## src/hdl/pipc_pkg.sv

```systemverilog
// shared types and constants for the pi position controller
// no dependencies
`timescale 1ns / 1ps

package pipc_pkg;

   localparam int PosW   = 8;
   localparam int GainW  = 8;
   localparam int DriveW = 16;
   localparam int CsrIdxW = 4;
   localparam int OpW    = 17;
   localparam int ProdW  = 26;

   localparam logic [CsrIdxW-1:0] RegPropGain  = CsrIdxW'(0);
   localparam logic [CsrIdxW-1:0] RegIntegGain = CsrIdxW'(1);
   localparam logic [CsrIdxW-1:0] RegFfGain    = CsrIdxW'(2);
   localparam logic [CsrIdxW-1:0] RegIntegWin  = CsrIdxW'(3);

   localparam logic signed [PosW-1:0]   IntegMax = PosW'(127);
   localparam logic signed [PosW-1:0]   IntegMin = -PosW'(128);
   localparam logic signed [ProdW-1:0]  DriveMax = ProdW'(32000);
   localparam logic signed [ProdW-1:0]  DriveMin = -ProdW'(32000);

   typedef struct packed {
      logic [GainW-1:0] prop_gain;
      logic [GainW-1:0] integ_gain;
      logic [GainW-1:0] feedforward_gain;
      logic [GainW-1:0] integ_window;
   } gains_type;

   typedef enum logic [2:0] {
      ST_IDLE,
      ST_INTEG,
      ST_MUL_P1,
      ST_MUL_P2,
      ST_MUL_I1,
      ST_MUL_I2,
      ST_SUM,
      ST_DONE
   } state_type;

   typedef enum logic [1:0] {
      MOP_ERR_FF,
      MOP_PROD_KP,
      MOP_INT_FF,
      MOP_PROD_KI
   } mul_op_type;

   typedef struct packed {
      logic       req_ready;
      logic       capture;
      logic       integ_upd;
      mul_op_type mul_op;
      logic       save_pterm;
      logic       save_sum;
      logic       load_out;
   } ctrl_type;

endpackage

```

## src/hdl/pipc_if.sv

```systemverilog
// handshake channels for the pi position controller
// depends on pipc_pkg
`timescale 1ns / 1ps

interface pipc_req_if;
   logic                             valid;
   logic                             ready;
   logic signed [pipc_pkg::PosW-1:0] actual_pos;
   logic signed [pipc_pkg::PosW-1:0] target_pos;

   modport source (output valid, output actual_pos, output target_pos, input ready);
   modport sink (input valid, input actual_pos, input target_pos, output ready);
endinterface

interface pipc_rsp_if;
   logic                               valid;
   logic                               ready;
   logic signed [pipc_pkg::DriveW-1:0] drive_power;
   logic                               braking;

   modport source (output valid, output drive_power, output braking, input ready);
   modport sink (input valid, input drive_power, input braking, output ready);
endinterface

interface pipc_csr_if;
   logic                                valid;
   logic                                ready;
   logic [pipc_pkg::CsrIdxW-1:0]        index;
   logic [pipc_pkg::GainW-1:0]          data;

   modport source (output valid, output index, output data, input ready);
   modport sink (input valid, input index, input data, output ready);
endinterface

```

## src/hdl/pi_position_controller.sv

```systemverilog
// pi position controller: each tick steps through the integrator update, the four passes
// through the one shared multiplier, the sum and the done state; a zero error goes from
// the integrator update straight to done. a new input is taken only back in idle, and
// the result register frees the input side while a result waits. reset clears the
// integrator, the gains and the window, and leaves the block idle with no result pending
// depends on pipc_pkg, pipc_if, pipc_csr, pipc_mul, pipc_seq
`timescale 1ns / 1ps

module pi_position_controller (
   input  logic        clock,
   input  logic        reset,
   pipc_req_if.sink    req_ch,
   pipc_rsp_if.source  rsp_ch,
   pipc_csr_if.sink    csr_ch
);

   localparam int PosW  = pipc_pkg::PosW;
   localparam int OpW   = pipc_pkg::OpW;
   localparam int ProdW = pipc_pkg::ProdW;

   pipc_pkg::gains_type gains;
   pipc_pkg::ctrl_type  ctrl;

   logic signed [PosW-1:0]  err_ff, err_in;
   logic signed [PosW-1:0]  integ_ff, integ_in;
   logic signed [ProdW-1:0] pterm_ff;
   logic signed [ProdW-1:0] prod, total;
   logic signed [pipc_pkg::DriveW-1:0] res_ff, res_in;
   logic                    brake_ff, brake_in;
   logic                    rsp_valid_ff, rsp_valid_in;
   logic signed [pipc_pkg::DriveW-1:0] drive_ff;
   logic                    braking_ff;
   logic signed [PosW:0]    err_wide, sum_wide, mag;
   logic signed [PosW:0]    integ_hi, integ_lo;
   logic signed [OpW-1:0]   mul_a;
   logic [pipc_pkg::GainW-1:0] mul_b;
   logic                    err_zero, out_free;

   pipc_csr u_csr (
      .clock  (clock),
      .reset  (reset),
      .csr_ch (csr_ch),
      .gains  (gains)
   );

   pipc_seq u_seq (
      .clock     (clock),
      .reset     (reset),
      .req_valid (req_ch.valid),
      .err_zero  (err_zero),
      .out_free  (out_free),
      .ctrl      (ctrl)
   );

   pipc_mul u_mul (
      .clock (clock),
      .a_in  (mul_a),
      .b_in  (mul_b),
      .prod  (prod)
   );

   assign req_ch.ready = ctrl.req_ready;
   assign err_zero     = (err_ff == '0);
   assign out_free     = !rsp_valid_ff || rsp_ch.ready;
   assign err_in       = ctrl.capture ? PosW'(req_ch.target_pos - req_ch.actual_pos) : err_ff;

   // integrator update with window check and saturation
   assign err_wide = {err_ff[PosW-1], err_ff};
   assign mag      = err_ff[PosW-1] ? -err_wide : err_wide;
   assign sum_wide = {integ_ff[PosW-1], integ_ff} + err_wide;
   assign integ_hi = {pipc_pkg::IntegMax[PosW-1], pipc_pkg::IntegMax};
   assign integ_lo = {pipc_pkg::IntegMin[PosW-1], pipc_pkg::IntegMin};

   always_comb begin
      integ_in = integ_ff;
      brake_in = brake_ff;
      if (ctrl.integ_upd) begin
         brake_in = err_zero;
         if (!err_zero) begin
            if (mag <= $signed({1'b0, gains.integ_window})) begin
               if (sum_wide > integ_hi) begin
                  integ_in = pipc_pkg::IntegMax;
               end else if (sum_wide < integ_lo) begin
                  integ_in = pipc_pkg::IntegMin;
               end else begin
                  integ_in = sum_wide[PosW-1:0];
               end
            end else begin
               integ_in = '0;
            end
         end
      end
   end

   // operand selection for the shared multiplier
   always_comb begin
      case (ctrl.mul_op)
         pipc_pkg::MOP_ERR_FF: begin
            mul_a = {{(OpW-PosW){err_ff[PosW-1]}}, err_ff};
            mul_b = gains.feedforward_gain;
         end
         pipc_pkg::MOP_PROD_KP: begin
            mul_a = prod[OpW-1:0];
            mul_b = gains.prop_gain;
         end
         pipc_pkg::MOP_INT_FF: begin
            mul_a = {{(OpW-PosW){integ_ff[PosW-1]}}, integ_ff};
            mul_b = gains.feedforward_gain;
         end
         pipc_pkg::MOP_PROD_KI: begin
            mul_a = prod[OpW-1:0];
            mul_b = gains.integ_gain;
         end
         default: begin
            mul_a = '0;
            mul_b = '0;
         end
      endcase
   end

   // sum and clamp
   assign total = pterm_ff + prod;

   always_comb begin
      res_in = res_ff;
      if (ctrl.integ_upd && err_zero) begin
         res_in = '0;
      end else if (ctrl.save_sum) begin
         if (total > pipc_pkg::DriveMax) begin
            res_in = pipc_pkg::DriveMax[pipc_pkg::DriveW-1:0];
         end else if (total < pipc_pkg::DriveMin) begin
            res_in = pipc_pkg::DriveMin[pipc_pkg::DriveW-1:0];
         end else begin
            res_in = total[pipc_pkg::DriveW-1:0];
         end
      end
   end

   // result register on the output channel
   always_comb begin
      rsp_valid_in = rsp_valid_ff;
      if (ctrl.load_out) begin
         rsp_valid_in = 1'b1;
      end else if (rsp_ch.ready) begin
         rsp_valid_in = 1'b0;
      end
   end

   assign rsp_ch.valid       = rsp_valid_ff;
   assign rsp_ch.drive_power = drive_ff;
   assign rsp_ch.braking     = braking_ff;

   always_ff @(posedge clock) begin
      if (reset) begin
         integ_ff     <= '0;
         rsp_valid_ff <= 1'b0;
      end else begin
         integ_ff     <= integ_in;
         rsp_valid_ff <= rsp_valid_in;
      end
   end

   always_ff @(posedge clock) begin
      err_ff   <= err_in;
      res_ff   <= res_in;
      brake_ff <= brake_in;
      if (ctrl.save_pterm) begin
         pterm_ff <= prod;
      end
      if (ctrl.load_out) begin
         drive_ff   <= res_ff;
         braking_ff <= brake_ff;
      end
   end

endmodule

```

## src/hdl/pipc_csr.sv

```systemverilog
// gain and window registers, written through the configuration channel
// depends on pipc_pkg and pipc_if
`timescale 1ns / 1ps

module pipc_csr (
   input  logic                clock,
   input  logic                reset,
   pipc_csr_if.sink            csr_ch,
   output pipc_pkg::gains_type gains
);

   pipc_pkg::gains_type gains_ff, gains_in;

   assign csr_ch.ready = 1'b1;
   assign gains = gains_ff;

   always_comb begin
      gains_in = gains_ff;
      if (csr_ch.valid) begin
         case (csr_ch.index)
            pipc_pkg::RegPropGain:  gains_in.prop_gain        = csr_ch.data;
            pipc_pkg::RegIntegGain: gains_in.integ_gain       = csr_ch.data;
            pipc_pkg::RegFfGain:    gains_in.feedforward_gain = csr_ch.data;
            pipc_pkg::RegIntegWin:  gains_in.integ_window     = csr_ch.data;
            default:                gains_in = gains_ff;
         endcase
      end
   end

   always_ff @(posedge clock) begin
      if (reset) begin
         gains_ff <= '0;
      end else begin
         gains_ff <= gains_in;
      end
   end

endmodule

```

## src/hdl/pipc_mul.sv

```systemverilog
// shared signed by unsigned multiplier with registered product
// depends on pipc_pkg
`timescale 1ns / 1ps

module pipc_mul (
   input  logic                              clock,
   input  logic signed [pipc_pkg::OpW-1:0]   a_in,
   input  logic [pipc_pkg::GainW-1:0]        b_in,
   output logic signed [pipc_pkg::ProdW-1:0] prod
);

   logic signed [pipc_pkg::ProdW-1:0] a_ext, b_ext, prod_in, prod_ff;

   assign a_ext   = {{(pipc_pkg::ProdW-pipc_pkg::OpW){a_in[pipc_pkg::OpW-1]}}, a_in};
   assign b_ext   = {{(pipc_pkg::ProdW-pipc_pkg::GainW){1'b0}}, b_in};
   assign prod_in = a_ext * b_ext;
   assign prod    = prod_ff;

   always_ff @(posedge clock) begin
      prod_ff <= prod_in;
   end

endmodule

```

## src/hdl/pipc_seq.sv

```systemverilog
// sequencer stepping one control tick through the shared multiplier
// depends on pipc_pkg
`timescale 1ns / 1ps

module pipc_seq (
   input  logic               clock,
   input  logic               reset,
   input  logic               req_valid,
   input  logic               err_zero,
   input  logic               out_free,
   output pipc_pkg::ctrl_type ctrl
);

   pipc_pkg::state_type state_ff, state_in;

   always_comb begin
      state_in = state_ff;
      case (state_ff)
         pipc_pkg::ST_IDLE:   if (req_valid) state_in = pipc_pkg::ST_INTEG;
         pipc_pkg::ST_INTEG: begin
            state_in = err_zero ? pipc_pkg::ST_DONE : pipc_pkg::ST_MUL_P1;
         end
         pipc_pkg::ST_MUL_P1: state_in = pipc_pkg::ST_MUL_P2;
         pipc_pkg::ST_MUL_P2: state_in = pipc_pkg::ST_MUL_I1;
         pipc_pkg::ST_MUL_I1: state_in = pipc_pkg::ST_MUL_I2;
         pipc_pkg::ST_MUL_I2: state_in = pipc_pkg::ST_SUM;
         pipc_pkg::ST_SUM:    state_in = pipc_pkg::ST_DONE;
         pipc_pkg::ST_DONE:   if (out_free) state_in = pipc_pkg::ST_IDLE;
         default:             state_in = pipc_pkg::ST_IDLE;
      endcase
   end

   always_comb begin
      ctrl        = '0;
      ctrl.mul_op = pipc_pkg::MOP_ERR_FF;
      case (state_ff)
         pipc_pkg::ST_IDLE: begin
            ctrl.req_ready = 1'b1;
            ctrl.capture   = req_valid;
         end
         pipc_pkg::ST_INTEG:  ctrl.integ_upd = 1'b1;
         pipc_pkg::ST_MUL_P1: ctrl.mul_op = pipc_pkg::MOP_ERR_FF;
         pipc_pkg::ST_MUL_P2: ctrl.mul_op = pipc_pkg::MOP_PROD_KP;
         pipc_pkg::ST_MUL_I1: begin
            ctrl.mul_op     = pipc_pkg::MOP_INT_FF;
            ctrl.save_pterm = 1'b1;
         end
         pipc_pkg::ST_MUL_I2: ctrl.mul_op = pipc_pkg::MOP_PROD_KI;
         pipc_pkg::ST_SUM:    ctrl.save_sum = 1'b1;
         pipc_pkg::ST_DONE:   ctrl.load_out = out_free;
         default:             ctrl = '0;
      endcase
   end

   always_ff @(posedge clock) begin
      if (reset) begin
         state_ff <= pipc_pkg::ST_IDLE;
      end else begin
         state_ff <= state_in;
      end
   end

endmodule

```

## src/flat_wrapper.sv

```systemverilog
// flat-port wrapper written by rule: the top's interface ports become plain ports
module pi_position_controller_flat 
  (clock, reset, req_ch_valid, req_ch_actual_pos, req_ch_target_pos, req_ch_ready, rsp_ch_valid, rsp_ch_drive_power, rsp_ch_braking, rsp_ch_ready, csr_ch_valid, csr_ch_index, csr_ch_data, csr_ch_ready);
  pipc_req_if req_ch_i ();
  pipc_rsp_if rsp_ch_i ();
  pipc_csr_if csr_ch_i ();
  input  logic clock;
  input  logic reset;
  input wire logic [$bits(req_ch_i.valid)-1:0] req_ch_valid;
  input wire logic [$bits(req_ch_i.actual_pos)-1:0] req_ch_actual_pos;
  input wire logic [$bits(req_ch_i.target_pos)-1:0] req_ch_target_pos;
  output wire logic [$bits(req_ch_i.ready)-1:0] req_ch_ready;
  output wire logic [$bits(rsp_ch_i.valid)-1:0] rsp_ch_valid;
  output wire logic [$bits(rsp_ch_i.drive_power)-1:0] rsp_ch_drive_power;
  output wire logic [$bits(rsp_ch_i.braking)-1:0] rsp_ch_braking;
  input wire logic [$bits(rsp_ch_i.ready)-1:0] rsp_ch_ready;
  input wire logic [$bits(csr_ch_i.valid)-1:0] csr_ch_valid;
  input wire logic [$bits(csr_ch_i.index)-1:0] csr_ch_index;
  input wire logic [$bits(csr_ch_i.data)-1:0] csr_ch_data;
  output wire logic [$bits(csr_ch_i.ready)-1:0] csr_ch_ready;
  assign req_ch_i.valid = req_ch_valid;
  assign req_ch_i.actual_pos = req_ch_actual_pos;
  assign req_ch_i.target_pos = req_ch_target_pos;
  assign req_ch_ready = req_ch_i.ready;
  assign rsp_ch_valid = rsp_ch_i.valid;
  assign rsp_ch_drive_power = rsp_ch_i.drive_power;
  assign rsp_ch_braking = rsp_ch_i.braking;
  assign rsp_ch_i.ready = rsp_ch_ready;
  assign csr_ch_i.valid = csr_ch_valid;
  assign csr_ch_i.index = csr_ch_index;
  assign csr_ch_i.data = csr_ch_data;
  assign csr_ch_ready = csr_ch_i.ready;
  pi_position_controller u_core (.clock(clock), .reset(reset), .req_ch(req_ch_i), .rsp_ch(rsp_ch_i), .csr_ch(csr_ch_i));
endmodule
```

## config.mk

```make
export PLATFORM = sky130hd
export DESIGN_NAME = pi_position_controller_flat
export DESIGN_NICKNAME = d
export VERILOG_FILES = /design/src/hdl/pipc_pkg.sv /design/src/hdl/pipc_if.sv /design/src/hdl/pi_position_controller.sv /design/src/hdl/pipc_csr.sv /design/src/hdl/pipc_mul.sv /design/src/hdl/pipc_seq.sv /design/src/flat_wrapper.sv
export SDC_FILE = /design/constraint.sdc
export NUM_CORES = 1
export LEC_CHECK = 0
export BUFFER_PORTS_ARGS = -buffer_cell sky130_fd_sc_hd__buf_2
export CAP_MARGIN = 0
export CORE_MARGIN = 1
export CORE_UTILIZATION = 58
export DETAILED_ROUTE_END_ITERATION = 16
export PLACE_DENSITY = 0.76
export SLEW_MARGIN = 20
export SYNTH_ARGS = -nofsm -noshare
export SYNTH_HDL_FRONTEND = slang
export SYNTH_SLANG_ARGS = --single-unit
```

## constraint.sdc

```tcl
create_clock -name clock -period 8.8 [get_ports clock]
set_input_delay 1.76 -clock clock [delete_from_list [all_inputs] [get_ports clock]]
set_output_delay 1.76 -clock clock [all_outputs]
set_load 0.1 [all_outputs]
```

==> qor.yml <==
dieArea_um2: 21000
chipHeight_um: 145
portBuffers: 51
synth_top_family_by_area: "adder cells"
path_buf_inv: 3
yosys_warnings: 0
core_um2: 19700
ys_types: 73
cts_buffers: 17
drt_first_pass_iters: 6
wirelength_mm: 24.6
slowest_delay_ns: 0.70
grt_start_max_net_pins: 45
synthArstFlopShare_pct: 0
hpwl_mm: 19.8
area_growth_pct: 9.78
syn_nets: 1544
synthMuxAreaShare_pct: 2.71
n_antenna_cell: 0
status: "finished, final reports clean"
h-tree-depth: 4
clk_pin_slew_ns: 0.06
p_per_area_nw_per_um2: 213
period_needed_ns: 7.41
worst_pin_slew_ns: 0.973
critPathSlowestCell: "dfxtp_1"
arrival_ns: 7.71
vias: 8935
critical_path_class: "flop to flop"
hold_path_depth: 0
drc: 0
required_ns: 9.10
wl_per_cell_um: 15.2
setup.worst_path.start_class: "flop"
grt_pass1_vias: 8747
nets: 1588
drtIter0Drc: 640
cp_cell_sequence: "nand2_1 > nand2_1 > and2_1 > o21a_1 > nand2_1 > fa_1 > inv_1 > fa_1 > fa_1 > inv_1 > fa_1 > inv_1 > ha_1 > a21o_1 > a21o_1 > a21oi_1 > nor3b_1 > o21ai_0 > a31oi_1 > a2111oi_0 > o31ai_1 > nand2b_1 > xor2_1"
grt_use_total_pct: 26.0
slew_headroom_pct: 34.9
finish.instance_area_um2: 13000
clock_sinks: 138
hp-class: "flop to flop"
avgViaCountPerCell: 5.51
layout_common_cells: "188 x inv_1, 160 x nor2_1, 114 x nand2_1"
clk_latency_ns: 0.42
maxCapViolCount: 0
start_util_pct: 60.0
crit_top_cell: "fa_1"
ant_nets: 0
cts_resized: 0
r2r_cells: 23
fin_crit_sh_pct: 84.2
finClkSkew_ns: 0.0138
synth-xor-area-share_pct: 4.74
fmax_mhz: 135
chipWidth_um: 145
rows: 51
ys_ff_latch: 138
antenna_found_initial: 0
finalSetupViolCount: 0
slew_violations: 0
rsz0062_at_grt: "false"
crit_fanout: 21
setup_tns_ns: 0
p_leak_nw: 6.08
ctsRootBufferMaster: "clkbuf_16"
crit_cells: 23
synth-simple-area-share_pct: 14.3
layout_commonest_cell: "inv_1"
cp-end-kind: "flop"
cp_top_family: "adder cells"
synth_compound_area_share_pct: 13.9
postCtsSetupBuffers: 0
grt_pass1_wl_mm: 42.1
gp_congestion: 0.891
cts_tree: "yes"
peakVddDrop_mv: 0.140
overflow: 0
postPlaceCellArea_um2: 12400
layout-drive-gt1-share_pct: 8.11
synthAdderAreaFrac_pct: 29.5
finalHoldViolCount: 0
synth-edff-count: 52
syn-cell-area_um2: 11800
cts.hold.buffers_added: 0
yosysSeqAreaShare_pct: 27.7
ys.flop_type: "dfxtp_1"
synthCells: 1299
clockBufferDepth: 2
synth_area_per_cell_um2: 9.11
pin_count: 53
-- where the power goes --
group | internal [W] | switching, W
Sequential | 0.000770 | 0.0000882
Clock | 0.000461 | 0.000274
Combinational | 0.000467 | 0.000706
Total | 0.00170 | 0.00107
-- layer usage --
layer  global-route usage [%]  wire (um)
met5                        0          0
met4                     9.86        612
met3                     5.50       1750
met2                     40.2      10700
met1                     35.9      11500
-- area by class of cell --
cell class / instances / area (um2)
clock buffers: 23 / 533
clock inverters: 9 / 95.1
fillers: 1585 / 6730
inverters: 188 / 706
multi-input cells: 938 / 7720
flip-flops and latches: 138 / 3280
well taps: 265 / 332
repair buffers: 60 / 323
-- through the flow --
| stage | utilization (%) | setup WS, ns | total power [W] | hold WS, ns | instances |
|---|---|---|---|---|---|
| final | 65.9 | 1.39 | 0.00277 | 0.426 | 1621 |
| after global routing | 65.9 | 0.749 | 0.00297 | 0.431 | 1621 |
| after CTS | 65.8 | 1.26 | 0.00277 | 0.428 | 1621 |
| after detailed placement | 62.6 | 1.29 | 0.00203 | 0.413 | 1589 |
| after global placement | 62.6 | 1.45 | 0.00200 | 0.401 | 1589 |
| after floorplan | - | 2.43 | 0.00177 | 0.400 | 1299 |
-- worst paths after layout --
path,startpoint,end,slack [ns]
setup / recovery,u_core.u_seq.state_ff[1],u_core.u_mul.prod[24],1.39
hold / removal,u_core.res_ff[6],u_core.rsp_ch.drive_power[6],0.43
setup reg to reg,u_core.u_seq.state_ff[1],u_core.u_mul.prod[24],1.39
hold reg to reg,u_core.res_ff[6],u_core.rsp_ch.drive_power[6],0.43
-- kinds of logic after synthesis --
logic type                 after synthesis
other                                    1
xor gates and xnor gates                64
buffers and inverters                  223
muxes                                   32
and+or+nand+nor                        381
adders and majority gates              212
AOI/OAI and AO/OA                      248
DFF                                    138
-- registers in the layout, indices dropped and copies added (netlist names) --
register	count
u_core.brake_ff	1
u_core.err_ff	8
u_core.integ_ff	8
u_core.pterm_ff	26
u_core.res_ff	16
u_core.rsp_ch.braking	1
u_core.rsp_ch.drive_power	16
u_core.rsp_ch.valid	1
u_core.u_csr.gains	32
u_core.u_mul.prod	26
u_core.u_seq.state_ff	3
-- cell usage after synthesis, drive strengths merged, types with 12 or more instances --
cell type	count	area [um2]
nor2	161	607
o22ai	12	75.1
fa	111	2220
xor2	26	228
mux2i	32	320
a21oi	63	315
clkbuf	31	116
nand2b	20	125
o21ai	64	320
inv	188	706
nand2	114	428
ha	101	1260
nor3	18	90.1
o21a	16	120
a21o	20	150
dfxtp	86	1720
edfxtp	52	1560
xnor2	38	333
-- worst reg2reg max path, delay by kind of cell, from the launching register on --
kind            cells  cell delay (ns)
compound gates      8             2.13
xor+xnor            1             0.14
flops               1             0.70
buf+inv             3             0.15
fa+ha+maj           5             2.43
simple gates        6             1.76
Note: power is estimated with default switching activity, not from simulation.
